## src/hw/rtl/hdps_pkg.sv

```systemverilog
// Package for the half-duplex PTT burst scheduler.
// Holds the configuration struct, register indexes, reset values and fixed widths.
// No dependencies; used by hdps_regs, hdps_fifo_mem and the top level.
package hdps_pkg;

  // Fixed field widths.
  localparam int LenW   = 10;  // frame length in bytes
  localparam int BytesW = 17;  // bytes released in one step (at most 127 frames plus preamble)
  localparam int CntW   = 7;   // frame counts on the result side
  localparam int TimeW  = 32;  // millisecond time base

  // floor(x / 18) for x < 2^20 is (x * RECIP18) >> DIV_SHIFT.
  localparam int XW        = 20;
  localparam int RecipW    = 21;
  localparam int ProdW     = XW + RecipW;
  localparam int DIV_SHIFT = 25;
  localparam logic [RecipW-1:0] RECIP18 = 21'd1864136;
  localparam int QuotW     = ProdW - DIV_SHIFT;

  // Register indexes (byte address is 4 times the index).
  localparam logic [2:0] REG_BURST_CAP    = 3'd0;
  localparam logic [2:0] REG_FLUSH_TMO    = 3'd1;
  localparam logic [2:0] REG_KEY_UP_DELAY = 3'd2;
  localparam logic [2:0] REG_TURNAROUND   = 3'd3;
  localparam logic [2:0] REG_DRAIN        = 3'd4;
  localparam logic [2:0] REG_PREAMBLE     = 3'd5;

  // Reset values.
  localparam logic [6:0]  RST_BURST_CAP    = 7'd8;
  localparam logic [15:0] RST_FLUSH_TMO    = 16'd100;
  localparam logic [9:0]  RST_KEY_UP_DELAY = 10'd80;
  localparam logic [11:0] RST_TURNAROUND   = 12'd300;
  localparam logic [9:0]  RST_DRAIN        = 10'd100;
  localparam logic [7:0]  RST_PREAMBLE     = 8'd16;

  typedef struct packed {
    logic [6:0]  burst_cap;
    logic [15:0] flush_age_ms;
    logic [9:0]  key_up_delay_ms;
    logic [11:0] turnaround_ms;
    logic [9:0]  drain_ms;
    logic [7:0]  preamble_bytes;
  } cfg_t;

endpackage

```

## src/hw/rtl/half_duplex_ptt_burst_scheduler_top.sv

```systemverilog
// Half-duplex PTT burst scheduler, top level.
// Depends on hdps_pkg, hdps_regs and hdps_fifo_mem.
//
// Usage: each transfer on the input channel (in_valid/in_ready) is either a
// one millisecond tick (operation = 0) or the enqueue of one frame length
// (operation = 1, frame_bytes). Every input transfer yields exactly one result
// transfer (out_valid/out_ready) with PTT state, key-up, frames and bytes
// released, cooldown, PTT drop, a refused enqueue and the queue level.
// Each step passes S_DROP and S_CHECK; when no release is due it goes on to
// S_OUT, otherwise through the release loop (S_REL), S_MUL, S_DIV, S_ACC,
// S_COOL when a cooldown starts, and S_OUT; at most the burst limit of frames
// is released. The release loop reads one queue entry per cycle from the
// synchronous memory; the deadline update uses a reciprocal multiply.
// in_ready rises together with out_valid. A waiting result does not stop
// the next input transfer; if the receiver stalls, that step runs to
// completion and then waits until the output register frees up, with
// in_ready low. Reset (rst, synchronous) empties the queue, zeroes time and
// deadlines, releases PTT and loads register defaults; the memory is not
// cleared. Configuration must be written only while the block is idle; the
// block itself does not enforce this. pready is always high.
module half_duplex_ptt_burst_scheduler_top #(
  parameter int QUEUE_DEPTH = 64
) (
  input  logic        clk,
  input  logic        rst,
  // Input channel.
  input  logic        in_valid,
  output logic        in_ready,
  input  logic        operation,
  input  logic [9:0]  frame_bytes,
  // Result channel.
  output logic        out_valid,
  input  logic        out_ready,
  output logic        ptt_on,
  output logic        key_up,
  output logic [6:0]  frames_released,
  output logic [16:0] bytes_released,
  output logic        cooldown_started,
  output logic        ptt_dropped,
  output logic        enqueue_dropped,
  output logic [6:0]  queue_level,
  // Configuration port.
  input  logic        psel,
  input  logic        penable,
  input  logic        pwrite,
  input  logic [4:0]  paddr,
  input  logic [31:0] pwdata,
  output logic [31:0] prdata,
  output logic        pready
);

  localparam int AW = (QUEUE_DEPTH > 1) ? $clog2(QUEUE_DEPTH) : 1;
  localparam int CW = $clog2(QUEUE_DEPTH + 1);
  localparam int LW = (CW > 7) ? CW : 7;

  typedef enum logic [3:0] {
    S_IDLE,
    S_DROP,
    S_CHECK,
    S_REL,
    S_MUL,
    S_DIV,
    S_ACC,
    S_COOL,
    S_OUT
  } state_t;

  state_t state;

  hdps_pkg::cfg_t cfg;

  // Step registers.
  logic                            op;
  logic [hdps_pkg::LenW-1:0]       fbytes;
  logic                            key_up_f;
  logic                            cool_f;
  logic                            drop_f;
  logic                            refused_f;
  logic [hdps_pkg::CntW-1:0]       released;
  logic [hdps_pkg::BytesW-1:0]     bytes;
  logic                            rd_pend;
  logic [hdps_pkg::XW-1:0]         x5;
  logic [hdps_pkg::ProdW-1:0]      prod;

  // Scheduler state.
  logic [hdps_pkg::TimeW-1:0]      now_ms;
  logic [hdps_pkg::TimeW-1:0]      drop_deadline;
  logic [hdps_pkg::TimeW-1:0]      resume_time;
  logic [hdps_pkg::TimeW-1:0]      oldest_time;
  logic                            transmitting;
  logic [hdps_pkg::CntW-1:0]       fib;
  logic [CW-1:0]                   count;
  logic [AW-1:0]                   head;
  logic [AW-1:0]                   tail;

  // Queue memory interface.
  logic                            mem_we;
  logic                            mem_re;
  logic [hdps_pkg::LenW-1:0]       mem_rdata;

  // Decision logic.
  logic [6:0]                      limit;
  logic                            can_issue;
  logic                            full;
  logic [AW-1:0]                   head_inc;
  logic [AW-1:0]                   tail_inc;
  logic [hdps_pkg::TimeW-1:0]      dl_diff;
  logic [hdps_pkg::TimeW-1:0]      rs_diff;
  logic [hdps_pkg::TimeW-1:0]      age;
  logic                            threshold;
  logic                            timeout;
  logic                            send_now;
  logic                            cool_cond;
  logic [hdps_pkg::QuotW-1:0]      quot;

  assign pready = 1'b1;

  hdps_regs u_regs (
    .clk     (clk),
    .rst     (rst),
    .psel    (psel),
    .penable (penable),
    .pwrite  (pwrite),
    .paddr   (paddr),
    .pwdata  (pwdata),
    .prdata  (prdata),
    .cfg     (cfg)
  );

  hdps_fifo_mem #(
    .DEPTH (QUEUE_DEPTH),
    .AW    (AW)
  ) u_mem (
    .clk   (clk),
    .we    (mem_we),
    .waddr (tail),
    .wdata (fbytes),
    .re    (mem_re),
    .raddr (head),
    .rdata (mem_rdata)
  );

  // A burst limit of zero behaves as one.
  assign limit     = (cfg.burst_cap == 7'd0) ? 7'd1 : cfg.burst_cap;
  assign full      = (count == CW'(QUEUE_DEPTH));
  assign can_issue = (count != '0) && (fib < limit);
  assign head_inc  = (head == AW'(QUEUE_DEPTH - 1)) ? '0 : head + 1'b1;
  assign tail_inc  = (tail == AW'(QUEUE_DEPTH - 1)) ? '0 : tail + 1'b1;

  // Times wrap; a time is reached when the difference has its top bit clear.
  assign dl_diff   = now_ms - drop_deadline;
  assign rs_diff   = now_ms - resume_time;
  assign age       = now_ms - oldest_time;
  assign threshold = LW'(count) >= LW'(limit);
  assign timeout   = age >= {16'b0, cfg.flush_age_ms};
  assign send_now  = (count != '0) && !rs_diff[hdps_pkg::TimeW-1]
                     && (threshold || timeout || transmitting);
  assign cool_cond = fib >= limit;
  assign quot      = prod[hdps_pkg::ProdW-1:hdps_pkg::DIV_SHIFT];

  assign mem_we    = (state == S_DROP) && op && !full;
  assign mem_re    = (state == S_REL) && can_issue;
  assign in_ready  = (state == S_IDLE) && !rst;

  always_ff @(posedge clk) begin
    if (rst) begin
      state         <= S_IDLE;
      out_valid     <= 1'b0;
      now_ms        <= '0;
      drop_deadline <= '0;
      resume_time   <= '0;
      oldest_time   <= '0;
      transmitting  <= 1'b0;
      fib           <= '0;
      count         <= '0;
      head          <= '0;
      tail          <= '0;
      rd_pend       <= 1'b0;
    end else begin
      // The result output register empties on its transfer unless a new result
      // is loaded in the same cycle.
      if (out_ready && (state != S_OUT)) begin
        out_valid <= 1'b0;
      end
      case (state)
        S_IDLE: begin
          if (in_valid) begin
            op        <= operation;
            fbytes    <= frame_bytes;
            key_up_f  <= 1'b0;
            cool_f    <= 1'b0;
            drop_f    <= 1'b0;
            refused_f <= 1'b0;
            released  <= '0;
            bytes     <= '0;
            if (!operation) begin
              now_ms <= now_ms + 1'b1;
            end
            state <= S_DROP;
          end
        end
        S_DROP: begin
          // PTT release comes first, then the enqueue.
          if (transmitting && !dl_diff[hdps_pkg::TimeW-1]) begin
            transmitting <= 1'b0;
            fib          <= '0;
            drop_f       <= 1'b1;
          end
          if (op) begin
            if (full) begin
              refused_f <= 1'b1;
            end else begin
              tail  <= tail_inc;
              count <= count + 1'b1;
              if (count == '0) begin
                oldest_time <= now_ms;
              end
            end
          end
          state <= S_CHECK;
        end
        S_CHECK: begin
          if (send_now) begin
            if (!transmitting) begin
              transmitting  <= 1'b1;
              key_up_f      <= 1'b1;
              drop_deadline <= now_ms + {22'b0, cfg.key_up_delay_ms};
              bytes         <= {9'b0, cfg.preamble_bytes};
            end
            state <= S_REL;
          end else begin
            state <= S_OUT;
          end
        end
        S_REL: begin
          // One queue read per cycle; its data is added in the next cycle.
          if (rd_pend) begin
            bytes <= bytes + hdps_pkg::BytesW'(mem_rdata);
          end
          if (can_issue) begin
            head     <= head_inc;
            count    <= count - 1'b1;
            fib      <= fib + 1'b1;
            released <= released + 1'b1;
          end
          rd_pend <= can_issue;
          if (!can_issue && !rd_pend) begin
            state <= S_MUL;
          end
        end
        S_MUL: begin
          x5    <= {1'b0, bytes, 2'b00} + {3'b000, bytes};
          state <= S_DIV;
        end
        S_DIV: begin
          prod  <= {{hdps_pkg::RecipW{1'b0}}, x5}
                   * {{hdps_pkg::XW{1'b0}}, hdps_pkg::RECIP18};
          state <= S_ACC;
        end
        S_ACC: begin
          drop_deadline <= drop_deadline + hdps_pkg::TimeW'(quot)
                           + (cool_cond ? {22'b0, cfg.drain_ms} : 32'd0);
          if (cool_cond) begin
            cool_f <= 1'b1;
            state  <= S_COOL;
          end else begin
            state  <= S_OUT;
          end
        end
        S_COOL: begin
          resume_time <= drop_deadline + {20'b0, cfg.turnaround_ms};
          state       <= S_OUT;
        end
        S_OUT: begin
          if (!out_valid || out_ready) begin
            out_valid        <= 1'b1;
            ptt_on           <= transmitting;
            key_up           <= key_up_f;
            frames_released  <= released;
            bytes_released   <= bytes;
            cooldown_started <= cool_f;
            ptt_dropped      <= drop_f;
            enqueue_dropped  <= refused_f;
            queue_level      <= 7'(count);
            state            <= S_IDLE;
          end
        end
        default: begin
          state <= S_IDLE;
        end
      endcase
    end
  end

  // The queue never holds more frames than it has entries.
  a_count_bound: assert property (@(posedge clk) disable iff (rst)
    LW'(count) <= LW'(QUEUE_DEPTH))
    else $error("queue count exceeds depth");

  // A burst only accumulates frames while PTT is keyed.
  a_burst_idle: assert property (@(posedge clk) disable iff (rst)
    !transmitting |-> (fib == '0))
    else $error("burst frame count nonzero with PTT released");

  // Read data is only collected inside the release loop.
  a_read_in_release: assert property (@(posedge clk) disable iff (rst)
    rd_pend |-> (state == S_REL))
    else $error("queue read outstanding outside the release loop");

endmodule

```

## src/hw/rtl/hdps_fifo_mem.sv

```systemverilog
// Frame length store for the scheduler queue: one write port, one read port.
// Read data is registered and appears in the cycle after the read request. Uses hdps_pkg.
module hdps_fifo_mem #(
  parameter int DEPTH = 64,
  parameter int AW    = 6
) (
  input  logic                       clk,
  input  logic                       we,
  input  logic [AW-1:0]              waddr,
  input  logic [hdps_pkg::LenW-1:0]  wdata,
  input  logic                       re,
  input  logic [AW-1:0]              raddr,
  output logic [hdps_pkg::LenW-1:0]  rdata
);

  logic [hdps_pkg::LenW-1:0] mem [DEPTH];

  always_ff @(posedge clk) begin
    if (we) begin
      mem[waddr] <= wdata;
    end
    if (re) begin
      rdata <= mem[raddr];
    end
  end

endmodule

```

## src/hw/rtl/hdps_regs.sv

```systemverilog
// APB-style configuration registers for the scheduler.
// Decodes word addresses, holds reset values and returns read data. Uses hdps_pkg.
module hdps_regs (
  input  logic               clk,
  input  logic               rst,
  input  logic               psel,
  input  logic               penable,
  input  logic               pwrite,
  input  logic [4:0]         paddr,
  input  logic [31:0]        pwdata,
  output logic [31:0]        prdata,
  output hdps_pkg::cfg_t     cfg
);

  logic wr_en;

  assign wr_en = psel && penable && pwrite;

  always_ff @(posedge clk) begin
    if (rst) begin
      cfg.burst_cap        <= hdps_pkg::RST_BURST_CAP;
      cfg.flush_age_ms     <= hdps_pkg::RST_FLUSH_TMO;
      cfg.key_up_delay_ms  <= hdps_pkg::RST_KEY_UP_DELAY;
      cfg.turnaround_ms    <= hdps_pkg::RST_TURNAROUND;
      cfg.drain_ms         <= hdps_pkg::RST_DRAIN;
      cfg.preamble_bytes   <= hdps_pkg::RST_PREAMBLE;
    end else if (wr_en) begin
      case (paddr[4:2])
        hdps_pkg::REG_BURST_CAP:    cfg.burst_cap        <= pwdata[6:0];
        hdps_pkg::REG_FLUSH_TMO:    cfg.flush_age_ms     <= pwdata[15:0];
        hdps_pkg::REG_KEY_UP_DELAY: cfg.key_up_delay_ms  <= pwdata[9:0];
        hdps_pkg::REG_TURNAROUND:   cfg.turnaround_ms    <= pwdata[11:0];
        hdps_pkg::REG_DRAIN:        cfg.drain_ms         <= pwdata[9:0];
        hdps_pkg::REG_PREAMBLE:     cfg.preamble_bytes   <= pwdata[7:0];
        default: begin
        end
      endcase
    end
  end

  always_comb begin
    case (paddr[4:2])
      hdps_pkg::REG_BURST_CAP:    prdata = {25'b0, cfg.burst_cap};
      hdps_pkg::REG_FLUSH_TMO:    prdata = {16'b0, cfg.flush_age_ms};
      hdps_pkg::REG_KEY_UP_DELAY: prdata = {22'b0, cfg.key_up_delay_ms};
      hdps_pkg::REG_TURNAROUND:   prdata = {20'b0, cfg.turnaround_ms};
      hdps_pkg::REG_DRAIN:        prdata = {22'b0, cfg.drain_ms};
      hdps_pkg::REG_PREAMBLE:     prdata = {24'b0, cfg.preamble_bytes};
      default:                    prdata = 32'b0;
    endcase
  end

endmodule
```

## config.mk

```make
export PLATFORM = sky130hd
export DESIGN_NAME = half_duplex_ptt_burst_scheduler_top
export DESIGN_NICKNAME = d
export VERILOG_FILES = /design/src/hw/rtl/hdps_pkg.sv /design/src/hw/rtl/half_duplex_ptt_burst_scheduler_top.sv /design/src/hw/rtl/hdps_fifo_mem.sv /design/src/hw/rtl/hdps_regs.sv
export SDC_FILE = /design/constraint.sdc
export NUM_CORES = 2
export LEC_CHECK = 0
export BUFFER_PORTS_ARGS = -buffer_cell sky130_fd_sc_hd__buf_2
export CELL_PAD_IN_SITES_DETAIL_PLACEMENT = 0
export CELL_PAD_IN_SITES_GLOBAL_PLACEMENT = 2
export CORE_UTILIZATION = 25
export DETAILED_ROUTE_END_ITERATION = 10
export PLACE_DENSITY = 0.57
export SLEW_MARGIN = 20
export SYNTH_ARGS = -nofsm -noshare
export SYNTH_HDL_FRONTEND = slang
export SYNTH_SLANG_ARGS = --single-unit
```

## constraint.sdc

```tcl
create_clock -name clk -period 14.11 [get_ports clk]
set_clock_uncertainty 0.05 [all_clocks]
set_input_delay 2.1165 -clock clk [delete_from_list [all_inputs] [get_ports clk]]
set_output_delay 2.1165 -clock clk [all_outputs]
set_load 0.1 [all_outputs]
```

==> metrics.yaml <==
sta:
  finalHoldViolCount: 0
  finalSetupViolations: 0
  holdWs_ps: 395
  fin_tns_setup_ps: 0
  relSlewSlack_pct: 26.4
  fin_crit_ps: 6910
  rsz0062_at_grt: "false"
  period_share_pct: 49.0
  worstMarginPinSlew_ps: 1100
  report.final.slew_viol_count: 0
  fmax_mhz: 145
floorplanning:
  die_h_um: 455
  coreArea_um2: 203000
  start_util_pct: 25.3
  die_w_um: 455
  dieArea_um2: 207000
  ios: 126
  num_rows: 165
critical_path:
  crit_chain: "fa_1, ha_1, inv_1, fa_1, inv_1, fa_1, fa_1, inv_1, fa_1, inv_1, ha_1, o211ai_1, nor2_1, o211ai_1, a21oi_1, o211ai_1, or2_2, a31oi_1, a211o_1, a21oi_1, o21bai_1, xnor2_1"
  cpLargestDelayFamily: "adder cells"
  critical_path.slowest_cell: "fa_1"
  crit_fanout: 5
  path_class: "flip-flop to flip-flop"
  worstSetupEndpointType: "flip-flop"
  critPathMaxStageDelay_ps: 560
  worstPathArrival_ps: 7380
  start_kind: "flip-flop"
  cp_num_buf_inv: 4
  cp_common_cell: "fa_1"
  critical_path_required_ps: 14580
logic_synthesis:
  synth_seq_cells: 985
  synthFlopType: "edfxtp_1"
  postSynthCellCount: 4012
  synth.top_cell.area_share_pct: 44.6
  ys_seq_area_share_pct: 53.3
  netlist_area_um2: 51300
  synthArstFlopShare_pct: 0
  yosysTopAreaCell: "edfxtp_1"
  yosysUniqueCellTypes: 90
  yosys_warnings: 0
  synth.area.top_cells: "edfxtp_1 (45%), mux4_2 (9.3%), dfxtp_1 (8.7%)"
  avgSynthCellArea_um2: 12.8
  synth_edf_count: 761
detailed_routing:
  routedWlPerCell_um: 21.8
  wl_um: 150000
  drcViolationCount: 0
  vias: 31500
  drt-initial-drc-count: 1948
  final_antenna_net_count: 0
  avgViaCountPerCell: 4.57
  drt-pass1-iter-count: 5
min_path:
  hold_path.class: "flip-flop to flip-flop"
grt:
  grt_max_degree: 106
  grt_first_pass_wirelength_um: 221000
  grt_pass1_vias: 32300
  track_usage_pct: 14.5
  grt_overflow_total: 0
  antenna_found_initial: 20
flow_run:
  max-cap-violations: 0
power_and_ir_drop:
  switchingPower_w: 0.00170
  powerDensity_nw_per_um2: 117
  power_frac_comb_pct: 8.4
  power_leakage_nw: 20.8
  pwr-share-seq_pct: 46.7
  irDropWorstVdd_mv: 0.0974
  clockPowerShare_pct: 44.9
  finalPower_w: 0.00688
  swShare_pct: 24.8
  p_int_w: 0.00517
clocking:
  cts_buffers: 113
  cts_resized: 0
  clockRootBuffer: "clkbuf_16"
  htree_levels: 3
  cts_tree: "built"
  cts.sinks: 985
  hold_buffers: 0
  clk_latency_ps: 780
  path_clk_slew_ps: 60
  clk_path_buf_depth: 3
  postCtsSetupRepairBufs: 0
layout:
  syn_to_final_growth_pct: 14.6
  fillers: 20700
  design_area_um2: 58800
  drive_gt1_share_pct: 14.4
  nets: 4620
placement:
  io_buffers: 90
  gp_congestion: 0.792
  placed_cell_area_um2: 54800
  dpl.hpwl_um: 107000
outcome:
  status: "completed"
[cell type report]
cell class	count	area [um2]	share of cell area, %
Clock inverter	70	902	1.53
Inverter	343	1290	2.19
Antenna cell	5	12.5	0.0213
Clock buffer	141	3000	5.10
Multi-Input combinational cell	2527	22000	37.5
Tap cell	2672	3340	5.69
Timing Repair Buffer	143	870	1.48
Sequential cell	985	27300	46.5
[cell families after synthesis]
kind of cell	count (synthesis)	synth area share, %
fa+ha+maj	452	12.6
xor+xnor	169	2.89
mux	261	10.3
compound gates	641	8.14
other cells	2	0.0146
simple gates	987	8.77
flops	985	53.3
buf+inv	515	4.00
[metrics by stage]
step                utilization [%]  setup slack, ps  instances
detailed placement             27.0             7060       6670
finish                         29.0             7200       6886
global route                   29.0             6710       6882
global placement               27.0             7040       6670
floorplan                         -             6400       4027
CTS                            28.9             7060       6881
[cell usage after synthesis (25+ instances only)]
cell type and instances:
a211oi_1 25, a21o_1 58, a21oi_1 231, clkbuf_1 120, dfxtp_1 224, edfxtp_1 761, fa_1 109, ha_1 343
inv_1 342, mux2i_1 45, mux4_2 211, nand2_1 334, nand2b_1 28, nand3_1 66, nand4_1 40, nor2_1 306
nor2b_1 26, nor3_1 60, o21ai_0 115, or3_1 35, xnor2_1 104, xor2_1 65
[power by group through the flow]
stage	combinational, W	sequential [W]	clock, W
after floorplan	0.000381	0.00328	0
after global placement	0.000599	0.00327	0
after detailed placement	0.000599	0.00327	0
after CTS	0.000602	0.00321	0.00318
after global routing	0.000653	0.00321	0.00329
final	0.000581	0.00321	0.00308
[state kept, by name, indices dropped and copies added (netlist names), 4 cells and up]
register / cells
frames_released: 7
prod: 16
u_regs.cfg: 63
released: 7
x5: 20
fib: 7
queue_level: 7
bytes_released: 17
now_ms: 32
count: 7
tail: 6
resume_time: 32
oldest_time: 32
head: 6
fbytes: 10
u_mem.rdata: 10
u_mem.mem: 640
drop_deadline: 32
state: 4
bytes: 17
[layer usage]
metal / GRT usage [%] / wire, um / share of wire (%)
met5: 0 / 0 / 0
met1: 18.9 / 66300 / 44
met3: 1.82 / 4990 / 3.3
met4: 3.99 / 3460 / 2.3
met2: 25.2 / 75500 / 50
[path summary, 6_finish.rpt]
| kind | start | endpoint | depth (start not counted) | slack (ps) |
|---|---|---|---|---|
| setup reg to reg | x5[7]$_DFFE_PP_ | prod[40]$_DFFE_PP_ | 22 | 7200 |
| hold reg to reg | refused_f$_DFFE_PP_ | enqueue_dropped$_DFFE_PP_ | 0 | 390 |
| hold / removal | refused_f$_DFFE_PP_ | enqueue_dropped$_DFFE_PP_ | 0 | 390 |
| setup / recovery | x5[7]$_DFFE_PP_ | prod[40]$_DFFE_PP_ | 22 | 7200 |
[cell usage in the layout, fill, tap and decap left out, types with 65 or more instances in the layout]
cell and instances:
edfxtp_1 761, ha_1 343, inv_1 341, nand2_1 333
nor2_1 288, a21oi_1 231, dfxtp_1 220, mux4_2 211
clkbuf_16 115, o21ai_0 114, fa_1 109, xnor2_1 104
buf_2 89, nand3_1 66, xor2_1 65
Note: power is estimated with default switching activity, not from simulation.
